$ cat config.mk
export PLATFORM = sky130hd
export DESIGN_NAME = point_in_polygon_crossing
export DESIGN_NICKNAME = d
export VERILOG_FILES = /design/src/rtl/ppc_pkg.sv /design/src/rtl/point_in_polygon_crossing.sv /design/src/rtl/ppc_front.sv /design/src/rtl/ppc_queue.sv /design/src/rtl/ppc_back.sv
export SDC_FILE = /design/constraint.sdc
export NUM_CORES = 2
export LEC_CHECK = 0
export BUFFER_PORTS_ARGS = -buffer_cell sky130_fd_sc_hd__buf_2
export CORE_MARGIN = 2
export CORE_UTILIZATION = 25
export DETAILED_ROUTE_END_ITERATION = 6
export MAX_ROUTING_LAYER = met4
export PLACE_DENSITY = 0.44
export SKIP_CTS_REPAIR_TIMING = 1
export SLEW_MARGIN = 25
export SYNTH_ARGS = -nofsm -noshare
export SYNTH_HDL_FRONTEND = slang
export SYNTH_SLANG_ARGS = --single-unit
export TNS_END_PERCENT = 50
$ cat constraint.sdc
create_clock -name clk -period 12.5 [get_ports clk]
set_clock_uncertainty 0.2 [all_clocks]
set_input_delay 1.25 -clock clk [delete_from_list [all_inputs] [get_ports clk]]
set_output_delay 1.25 -clock clk [all_outputs]
set_load 0.01 [all_outputs]
$ cat src/rtl/ppc_pkg.sv
// Shared types and constants for the point-in-polygon crossing block.
`timescale 1ns / 1ps

package ppc_pkg;

    localparam int COORD_BITS    = 11;
    localparam int DIFF_BITS     = COORD_BITS + 1;
    localparam int PROD_BITS     = 2 * DIFF_BITS;
    localparam int IN_DATA_BITS  = ((4 * COORD_BITS + 7) / 8) * 8;
    localparam int OUT_DATA_BITS = 8;
    localparam int QDEPTH        = 4;
    localparam int QPTR_BITS     = $clog2(QDEPTH);
    localparam int QCNT_BITS     = $clog2(QDEPTH + 1);

    typedef logic [COORD_BITS-1:0] coord_t;

    typedef struct packed {
        logic   valid;
        coord_t ax;
        coord_t ay;
        coord_t bx;
        coord_t by;
    } edge_t;

    typedef struct packed {
        coord_t qx;
        coord_t qy;
        edge_t  e0;
        edge_t  e1;
        logic   first;
        logic   last;
    } job_t;

    typedef struct packed {
        logic push;
        logic pop;
        logic [QCNT_BITS-1:0] count;
    } qstat_t;

endpackage

$ cat src/rtl/point_in_polygon_crossing.sv
// Top level of the even-odd ray-crossing point-in-polygon block.
//
//  channel  dir  payload
//  s_axis   in   tdata: query_x, query_y, vertex_x, vertex_y; tlast: last_vertex
//  m_axis   out  tdata: inside_res
//
// One vertex transaction per cycle while the queue has room; the result of a polygon
// passes through the queue, the product stage and the parity stage after its last vertex.
// Reset clears the polygon state, the queue and the result valid flag.
// A stalled output holds the back end; the front keeps taking vertices until
// the four-entry queue fills.
`timescale 1ns / 1ps

module point_in_polygon_crossing (
    input  logic                              clk,
    input  logic                              rst_n,
    input  logic                              s_axis_tvalid,
    output logic                              s_axis_tready,
    // query_x, query_y, vertex_x, vertex_y, zero pad
    input  logic [ppc_pkg::IN_DATA_BITS-1:0]  s_axis_tdata,
    input  logic                              s_axis_tlast,
    output logic                              m_axis_tvalid,
    input  logic                              m_axis_tready,
    // inside_res, zero pad
    output logic [ppc_pkg::OUT_DATA_BITS-1:0] m_axis_tdata
);
    import ppc_pkg::*;

    logic    push_valid, push_ready, pop_valid, pop;
    job_t    push_job, pop_job;
    qstat_t  qstat;

    ppc_front u_front (
        .clk           (clk),
        .rst_n         (rst_n),
        .s_axis_tvalid (s_axis_tvalid),
        .s_axis_tready (s_axis_tready),
        .s_axis_tdata  (s_axis_tdata),
        .s_axis_tlast  (s_axis_tlast),
        .push_valid    (push_valid),
        .push_ready    (push_ready),
        .push_job      (push_job)
    );

    ppc_queue u_queue (
        .clk        (clk),
        .rst_n      (rst_n),
        .push_valid (push_valid),
        .push_ready (push_ready),
        .push_job   (push_job),
        .pop_valid  (pop_valid),
        .pop        (pop),
        .pop_job    (pop_job),
        .stat       (qstat)
    );

    ppc_back u_back (
        .clk           (clk),
        .rst_n         (rst_n),
        .job_valid     (pop_valid),
        .job           (pop_job),
        .pop           (pop),
        .m_axis_tvalid (m_axis_tvalid),
        .m_axis_tready (m_axis_tready),
        .m_axis_tdata  (m_axis_tdata)
    );

    a_qcount_bound: assert property (@(posedge clk) disable iff (!rst_n)
        qstat.count <= QCNT_BITS'(QDEPTH))
        else $error("queue count above depth");

    a_qcount_push: assert property (@(posedge clk) disable iff (!rst_n)
        qstat.push && !qstat.pop |=> qstat.count == $past(qstat.count) + 1'b1)
        else $error("queue count did not advance on push");

    a_qcount_pop: assert property (@(posedge clk) disable iff (!rst_n)
        qstat.pop && !qstat.push |=> qstat.count == $past(qstat.count) - 1'b1)
        else $error("queue count did not drop on pop");

    a_accept_needs_room: assert property (@(posedge clk) disable iff (!rst_n)
        s_axis_tvalid && s_axis_tready |-> qstat.push)
        else $error("accepted vertex not queued");

endmodule

$ cat src/rtl/ppc_front.sv
// Front end: accepts vertex transactions, tracks polygon state, builds edge jobs.
`timescale 1ns / 1ps

module ppc_front (
    input  logic                             clk,
    input  logic                             rst_n,
    input  logic                             s_axis_tvalid,
    output logic                             s_axis_tready,
    input  logic [ppc_pkg::IN_DATA_BITS-1:0] s_axis_tdata,
    input  logic                             s_axis_tlast,
    output logic                             push_valid,
    input  logic                             push_ready,
    output ppc_pkg::job_t                    push_job
);
    import ppc_pkg::*;

    coord_t first_vx_reg, first_vy_reg, first_vx_next, first_vy_next;
    coord_t prev_vx_reg, prev_vy_reg;
    coord_t held_qx_reg, held_qy_reg, held_qx_next, held_qy_next;
    logic   mid_reg, mid_next;
    coord_t in_qx, in_qy, in_vx, in_vy;
    logic   accept;

    assign in_qx = s_axis_tdata[COORD_BITS-1:0];
    assign in_qy = s_axis_tdata[2*COORD_BITS-1:COORD_BITS];
    assign in_vx = s_axis_tdata[3*COORD_BITS-1:2*COORD_BITS];
    assign in_vy = s_axis_tdata[4*COORD_BITS-1:3*COORD_BITS];

    assign s_axis_tready = push_ready;
    assign push_valid    = s_axis_tvalid;
    assign accept        = s_axis_tvalid && push_ready;

    always_comb
    begin
        held_qx_next  = mid_reg ? held_qx_reg  : in_qx;
        held_qy_next  = mid_reg ? held_qy_reg  : in_qy;
        first_vx_next = mid_reg ? first_vx_reg : in_vx;
        first_vy_next = mid_reg ? first_vy_reg : in_vy;
        mid_next      = !s_axis_tlast;

        push_job.qx       = held_qx_next;
        push_job.qy       = held_qy_next;
        push_job.e0.valid = mid_reg;
        push_job.e0.ax    = in_vx;
        push_job.e0.ay    = in_vy;
        push_job.e0.bx    = prev_vx_reg;
        push_job.e0.by    = prev_vy_reg;
        push_job.e1.valid = s_axis_tlast;
        push_job.e1.ax    = first_vx_next;
        push_job.e1.ay    = first_vy_next;
        push_job.e1.bx    = in_vx;
        push_job.e1.by    = in_vy;
        push_job.first    = !mid_reg;
        push_job.last     = s_axis_tlast;
    end

    always_ff @(posedge clk or negedge rst_n)
    begin
        if (!rst_n)
        begin
            mid_reg      <= 1'b0;
            first_vx_reg <= '0;
            first_vy_reg <= '0;
            prev_vx_reg  <= '0;
            prev_vy_reg  <= '0;
            held_qx_reg  <= '0;
            held_qy_reg  <= '0;
        end
        else if (accept)
        begin
            mid_reg      <= mid_next;
            first_vx_reg <= first_vx_next;
            first_vy_reg <= first_vy_next;
            prev_vx_reg  <= in_vx;
            prev_vy_reg  <= in_vy;
            held_qx_reg  <= held_qx_next;
            held_qy_reg  <= held_qy_next;
        end
    end

endmodule

$ cat src/rtl/ppc_queue.sv
// Job queue between the front end and the crossing back end.
`timescale 1ns / 1ps

module ppc_queue (
    input  logic                 clk,
    input  logic                 rst_n,
    input  logic                 push_valid,
    output logic                 push_ready,
    input  ppc_pkg::job_t        push_job,
    output logic                 pop_valid,
    input  logic                 pop,
    output ppc_pkg::job_t        pop_job,
    output ppc_pkg::qstat_t      stat
);
    import ppc_pkg::*;

    job_t                 mem_reg [QDEPTH];
    logic [QPTR_BITS-1:0] wr_ptr_reg, rd_ptr_reg;
    logic [QCNT_BITS-1:0] count_reg, count_next;
    logic                 do_push, do_pop;

    assign push_ready = count_reg != QCNT_BITS'(QDEPTH);
    assign pop_valid  = count_reg != '0;
    assign pop_job    = mem_reg[rd_ptr_reg];
    assign do_push    = push_valid && push_ready;
    assign do_pop     = pop && pop_valid;

    always_comb
    begin
        count_next = count_reg;
        if (do_push && !do_pop)
        begin
            count_next = count_reg + 1'b1;
        end
        else if (do_pop && !do_push)
        begin
            count_next = count_reg - 1'b1;
        end
    end

    assign stat.push  = do_push;
    assign stat.pop   = do_pop;
    assign stat.count = count_reg;

    always_ff @(posedge clk)
    begin
        if (do_push)
        begin
            mem_reg[wr_ptr_reg] <= push_job;
        end
    end

    always_ff @(posedge clk or negedge rst_n)
    begin
        if (!rst_n)
        begin
            wr_ptr_reg <= '0;
            rd_ptr_reg <= '0;
            count_reg  <= '0;
        end
        else
        begin
            if (do_push)
            begin
                wr_ptr_reg <= wr_ptr_reg + 1'b1;
            end
            if (do_pop)
            begin
                rd_ptr_reg <= rd_ptr_reg + 1'b1;
            end
            count_reg <= count_next;
        end
    end

endmodule

$ cat src/rtl/ppc_back.sv
// Back end: edge crossing products, parity update and result register.
`timescale 1ns / 1ps

module ppc_back (
    input  logic                              clk,
    input  logic                              rst_n,
    input  logic                              job_valid,
    input  ppc_pkg::job_t                     job,
    output logic                              pop,
    output logic                              m_axis_tvalid,
    input  logic                              m_axis_tready,
    output logic [ppc_pkg::OUT_DATA_BITS-1:0] m_axis_tdata
);
    import ppc_pkg::*;

    typedef struct packed {
        logic signed [PROD_BITS-1:0] lhs;
        logic signed [PROD_BITS-1:0] rhs;
        logic                        hit;
        logic                        asc;
    } terms_t;

    function automatic terms_t edge_terms(coord_t qx, coord_t qy, edge_t e);
        logic signed [DIFF_BITS-1:0] dx, dy, dqx, dqy;
        terms_t t;
        dx    = $signed({1'b0, e.bx}) - $signed({1'b0, e.ax});
        dy    = $signed({1'b0, e.by}) - $signed({1'b0, e.ay});
        dqx   = $signed({1'b0, qx})   - $signed({1'b0, e.ax});
        dqy   = $signed({1'b0, qy})   - $signed({1'b0, e.ay});
        t.lhs = dqy * dx;
        t.rhs = dqx * dy;
        t.hit = e.valid && ((e.ay < qy && e.by >= qy) || (e.by < qy && e.ay >= qy));
        t.asc = e.ay < e.by;
        return t;
    endfunction

    function automatic logic crosses(terms_t t);
        logic lt, gt;
        lt = $signed(t.lhs) < $signed(t.rhs);
        gt = $signed(t.lhs) > $signed(t.rhs);
        return t.hit && (t.asc ? lt : gt);
    endfunction

    terms_t t0_reg, t1_reg;
    logic   a_valid_reg, a_first_reg, a_last_reg;
    logic   parity_reg, parity_next;
    logic   out_valid_reg, inside_reg;
    logic   adv;

    assign adv           = !out_valid_reg || m_axis_tready;
    assign pop           = adv && job_valid;
    assign parity_next   = (a_first_reg ? 1'b0 : parity_reg) ^ crosses(t0_reg) ^ crosses(t1_reg);
    assign m_axis_tvalid = out_valid_reg;
    assign m_axis_tdata  = {{(OUT_DATA_BITS-1){1'b0}}, inside_reg};

    always_ff @(posedge clk)
    begin
        if (adv)
        begin
            t0_reg      <= edge_terms(job.qx, job.qy, job.e0);
            t1_reg      <= edge_terms(job.qx, job.qy, job.e1);
            a_first_reg <= job.first;
            a_last_reg  <= job.last;
            inside_reg  <= parity_next;
        end
    end

    always_ff @(posedge clk or negedge rst_n)
    begin
        if (!rst_n)
        begin
            a_valid_reg   <= 1'b0;
            out_valid_reg <= 1'b0;
            parity_reg    <= 1'b0;
        end
        else if (adv)
        begin
            a_valid_reg   <= job_valid;
            out_valid_reg <= a_valid_reg && a_last_reg;
            if (a_valid_reg)
            begin
                parity_reg <= parity_next;
            end
        end
    end

endmodule

After elaboration in Yosys (flattened, before gate mapping)
Memories as Yosys holds them, arrays and structs flattened.
Cells that the tools add are included.
Widths: inputs -> output; s select.
{"block": "word_totals", "ff_bits": 180, "mem_bits_rw": 456, "out_inout_bits": 10, "word_cells": 94, "mem_count": 1}
{"name": "u_queue.mem_reg", "words": 4, "width": 114, "rd": 1, "rd_ports_with_merged_regs": 0, "write_ports": 1, "line": "ppc_queue.sv:17", "text": "job_t mem_reg [QDEPTH];"}
{"block": "classes", "addsub": 12, "n_mul": 4, "n_lt_le_gt_ge": 14, "n_eq_ne": 1, "mux": 11, "bitwise": 2, "n_reduce_logical": 25}
{"op": "$mul 12x12->24", "count": 4}
{"op": "$sub 11x11->12", "count": 8}
{"op": "$lt 11x11->1", "count": 6}
{"op": "$gt 24x24->1", "count": 2}
{"op": "$lt 24x24->1", "count": 2}
{"op": "$ge 11x11->1", "count": 4}
{"op": "$mux 11", "count": 4}
{"op": "$logic_and 1x1->1", "count": 14}
{"op": "$mux 3", "count": 2}
{"op": "$logic_not 1->1", "count": 5}
{"op": "$mux 1", "count": 5}
{"op": "$add 2x1->2 const B", "count": 2}
{"op": "$add 3x1->3 const B", "count": 1}
{"op": "$logic_or 1x1->1", "count": 3}
{"op": "$ne 3x3->1 const B", "count": 1}
{"op": "$reduce_bool 3->1", "count": 1}
{"op": "$sub 3x1->3 const B", "count": 1}
{"op": "$reduce_and 2->1", "count": 1}
{"op": "$reduce_bool 2->1", "count": 1}
{"op": "$xor 1x1->1", "count": 2}

Depth between registers and ports, before layout
{"block": "depth", "ltp_word": 7, "depth_mapped": 36, "depth_no_buf": 33}

Hierarchy
From an unflattened synthesis, not the netlist that was laid out.
{"block": "unflattened", "cells_unflattened": 4276, "hier_area_um2": 51136.5}
{"module": "ppc_back", "instances": 1, "cells_per_inst": 3401, "area_each_um2": 30735.7, "seq_area_each_um2": 3168.0}
{"module": "ppc_queue", "instances": 1, "cells_per_inst": 634, "area_each_um2": 16849.9, "seq_area_each_um2": 13868.3}
{"module": "ppc_front", "instances": 1, "cells_per_inst": 241, "area_each_um2": 3550.9, "seq_area_each_um2": 1676.6}

Worst setup path after synthesis
OpenSTA, ideal clock, no wires.
{"block": "synth_timing", "path_type": "register -> register", "from": "register u_queue.rd_ptr_reg[0]", "to": "register u_back.t1_reg[22] (netlist bit), data pin", "arrival_ps": 8360, "required_ps": 12042, "setup_slack_ps": 3682, "path_stages_with_launch": 33, "path_cell_list": "dfrtp_1 > clkbuf_1 > buf_1 > mux4_2 > ha_1 > fa_1 > nor2b_1 > o21ai_1 > a21boi_2 > o21ai_0 > a21boi_2 > o21ai_0 > a211o_1 > o211ai_1 > buf_2 > and2_1 > fa_1 > fa_1 > inv_1 > fa_1 > inv_1 > fa_1 > inv_1 > fa_1 > inv_1 > ha_1 > or3_1 > o221a_2 > o21a_1 > o21a_1 > a41oi_1 > nor2b_1 > xnor2_1"}
{"block": "synth_via", "elab_chain_cells": 3, "word_cells_on_any_way": 4}
{"element": "start, declared", "line": "ppc_queue.sv:18", "text": "logic [QPTR_BITS-1:0] wr_ptr_reg, rd_ptr_reg;"}
{"element": "start signal, assigned", "line": "ppc_queue.sv:69", "text": "rd_ptr_reg <= rd_ptr_reg + 1'b1;"}
{"element": "$mem_v2 4x114 (*)"}
{"element": "$sub 11x11->12, on equally long branches", "line": "ppc_back.sv:28, ppc_back.sv:27"}
{"element": "$mul 12x12->24 (*)", "line": "ppc_back.sv:31", "text": "t.rhs = dqx * dy;"}
{"element": "end signal, assigned", "line": "ppc_back.sv:61", "text": "t1_reg <= edge_terms(job.qx, job.qy, job.e1);"}
{"element": "end, declared", "line": "ppc_back.sv:44", "text": "terms_t t0_reg, t1_reg;"}
Every way passes the cells marked *; elsewhere a longest branch is shown, timed or not.
A chain may end at the register's enable or synchronous reset.

Final worst setup path
{"block": "layout_timing", "from": "register u_queue.rd_ptr_reg[1]", "to": "register u_back.t1_reg[25] (netlist bit), data pin"}
Same word-level chain as after synthesis.

==> results.md <==
- Final Wtd Congestion: ~0.88
- Post-synth EDFFs: approximately 470
- Top Ports: 63
- Fin crit period: between 9 and 10 ns
- Max Fanout on Critical Path: 50
- Initial antenna violation count: 18
- Crit path max-delay cell type: dfrtp_4
- Root Buffer: clkbuf_16
- Fin util: approximately 28%
- TritonRoute pass-1 iters: 5
- Share of the synthesized area in the top cell type: a little under 30%
- Core Region: ~190,000 um2
- H-tree depth: 2
- Hold Path Class: reg2reg
- Fmax: ~100 MHz
- CP max stage delay: around 0.98 ns
- # Max-Cap Violations: 0
- Clk Latency, worst-skew pair: about 0.7 ns
- Final Max Tran Viols: 0
- Die Y: 439 um
- Seq/Total Area, Yosys: between 30% and 40%
- Syn Inst Count: approximately 4,200
- Yosys warning total: 0
- Yosys reg bits: between 500 and 600
- CTS tree: done
- Relative slew margins: between 20 and 30%
- DRC errors left: 0
- Design Area, Final: around 53,000 um2
- Buf/Inv on CP: 7
- Least-Margin Pin Slew: 1.09 ns
- Unrepaired setup endpoints after global routing: false
- Drt wl/cell: between 15 and 20 um
- Largest net degree at the start of global routing: approximately 60
- Drt initial violations: roughly 1,600
- Synth area leader: edfxtp_1
- Most frequent cells in the layout: 840 x inv_1, 565 x fa_1, 467 x edfxtp_1
- Final Hold Fails: 0
- GRT Resource Usage Total: approximately an eighth
- Vias in the first global route: ~31,000
- Startpoint types: register
- Final net count: roughly 5,200
- Cell Area, Synth: approximately 47,000 um2
- Crit Path Class: reg2reg
- Status: finished clean
- Placed cells: around 6,700
- I/O Buffers: ~50
- Area contributors post-synth: edfxtp_1 30%, fa_1 24%, ha_1 9.6%, inv_1 6.7%, mux4_2 4.3%
- Cell row count: 159
- First-pass GRT wire length: approximately 190,000 um
- Final Setup Violations: 0
- Period utilisation layout: 77.8%
- Final Non-Filler Cells: around 6,800
- Initial core utilization: 25.2%
- Critical path data arrival time: between 9 and 10 ns
- Yosys cell types: 75
- Vias: approximately 29,000
- TritonCTS Buffers: 59
- Chip Width: between 400 and 500 um
- Final ANT Viol Nets: 0
- Asr flop ratio synth: 14.2%
- Placement Cell Area: around 51,000 um2
- CP endpoint kind: register
- Synthesis-to-layout area growth: 11.5%
- Avg Inst Size Synth: about 11 um2
- Global route total overflow: 0
- Most common cell after layout, fill and taps aside: inv_1
- DRT Wirelength: ~120,000 um
- Post-synth top flop: edfxtp_1
- CP delay by family, top: adder cells
- Die area: between 150,000 and 200,000 um2
- Max FFs per register: around 360
- Post-detail-place hpwl: approximately 95,000 um
- CTS clk-pin slew, worst paths: 0.06 ns
- WP data required: around 13 ns
- CTS sink cnt: approximately 540
- Layout cells sized above 1: around a tenth
- Final setup TNS: 0 ns
- Deepest clock path buffer count: 3
- Drt via density: 4.30
## cell usage after synthesis (all sizes together), types with 84 or more instances
cell,n
a21oi,107
nand2,451
edfxtp,467
mux2,91
clkbuf,84
ha,363
and2,88
o21ai,97
nor2,219
fa,565
mux4,91
inv,840
xnor2,111
## area by class of cell
class                           count  area (um2)
Fill cell                       19500      135000
Multi-Input combinational cell   2711       27800
Sequential cell                   544       16000
Inverter                          842        3160
Tap cell                         2495        3120
Clock buffer                       74        1570
Timing Repair Buffer              108         698
Clock inverter                     38         434
Antenna cell                        9        22.5
## per-layer routing
metal | global-route usage, % | share of wire [%] | up-vias
met5 | - | 0 | -
met4 | 2.29 | 1.7 | 0
met3 | 1.51 | 3.5 | 110
met2 | 21.7 | 48 | 401
met1 | 17.6 | 47 | 15000
li1 | - | - | 13800
## worst register-to-register path: cells and delay by family (launching register included)
| kind | cells | cell delay (ns) |
|---|---|---|
| adders and majority gates | 8 | 3.42 |
| and+or+nand+nor | 2 | 0.20 |
| AOI/OAI and AO/OA | 11 | 3.10 |
| muxes | 2 | 0.65 |
| buffers and inverters | 7 | 0.72 |
| DFF | 1 | 0.98 |
| xor gates and xnor gates | 1 | 0.14 |
## final timing paths
check | from | to | slack (ns) | depth (start not counted)
max | u_queue.rd_ptr_reg[1] | u_back.t1_reg[25] | 2.78 | 31
min | u_back.a_last_reg | u_back.m_axis_tvalid | 0.29 | 2
max reg2reg | u_queue.rd_ptr_reg[1] | u_back.t1_reg[25] | 2.78 | 31
min reg2reg | u_back.a_last_reg | u_back.m_axis_tvalid | 0.29 | 2
max in group asynchronous | rst_n | u_queue.rd_ptr_reg[1] | 10.56 | 2
min in group asynchronous | rst_n | u_front.held_qy_reg[4] | 0.33 | 1
## metrics by stage
step / hold slack (ns) / setup slack, ns
after floorplan: 0.227 / 3.68
after global placement: 0.280 / 2.59
after detailed placement: 0.287 / 2.64
after CTS: 0.272 / 2.49
after global routing: 0.297 / 1.94
final: 0.289 / 2.78
## logic make-up (layout without fill, tap and decap cells)
logic type,count (synthesis),after routing,share of synthesized area (%)
flip-flops,544,544,33.7
adder cells (fa/ha/maj),928,928,33.5
buffers and inverters,964,1062,7.76
multiplexers,188,188,6.62
other,1,16,0.00792
AO/OA/AOI/OAI,369,369,5.16
AND/OR/NAND/NOR,1073,1073,10.5
XOR/XNOR,146,146,2.73
Power is left out: the tool's default activity adds up to more than one toggle a clock period on the data nets, which glitch-free logic cannot reach.
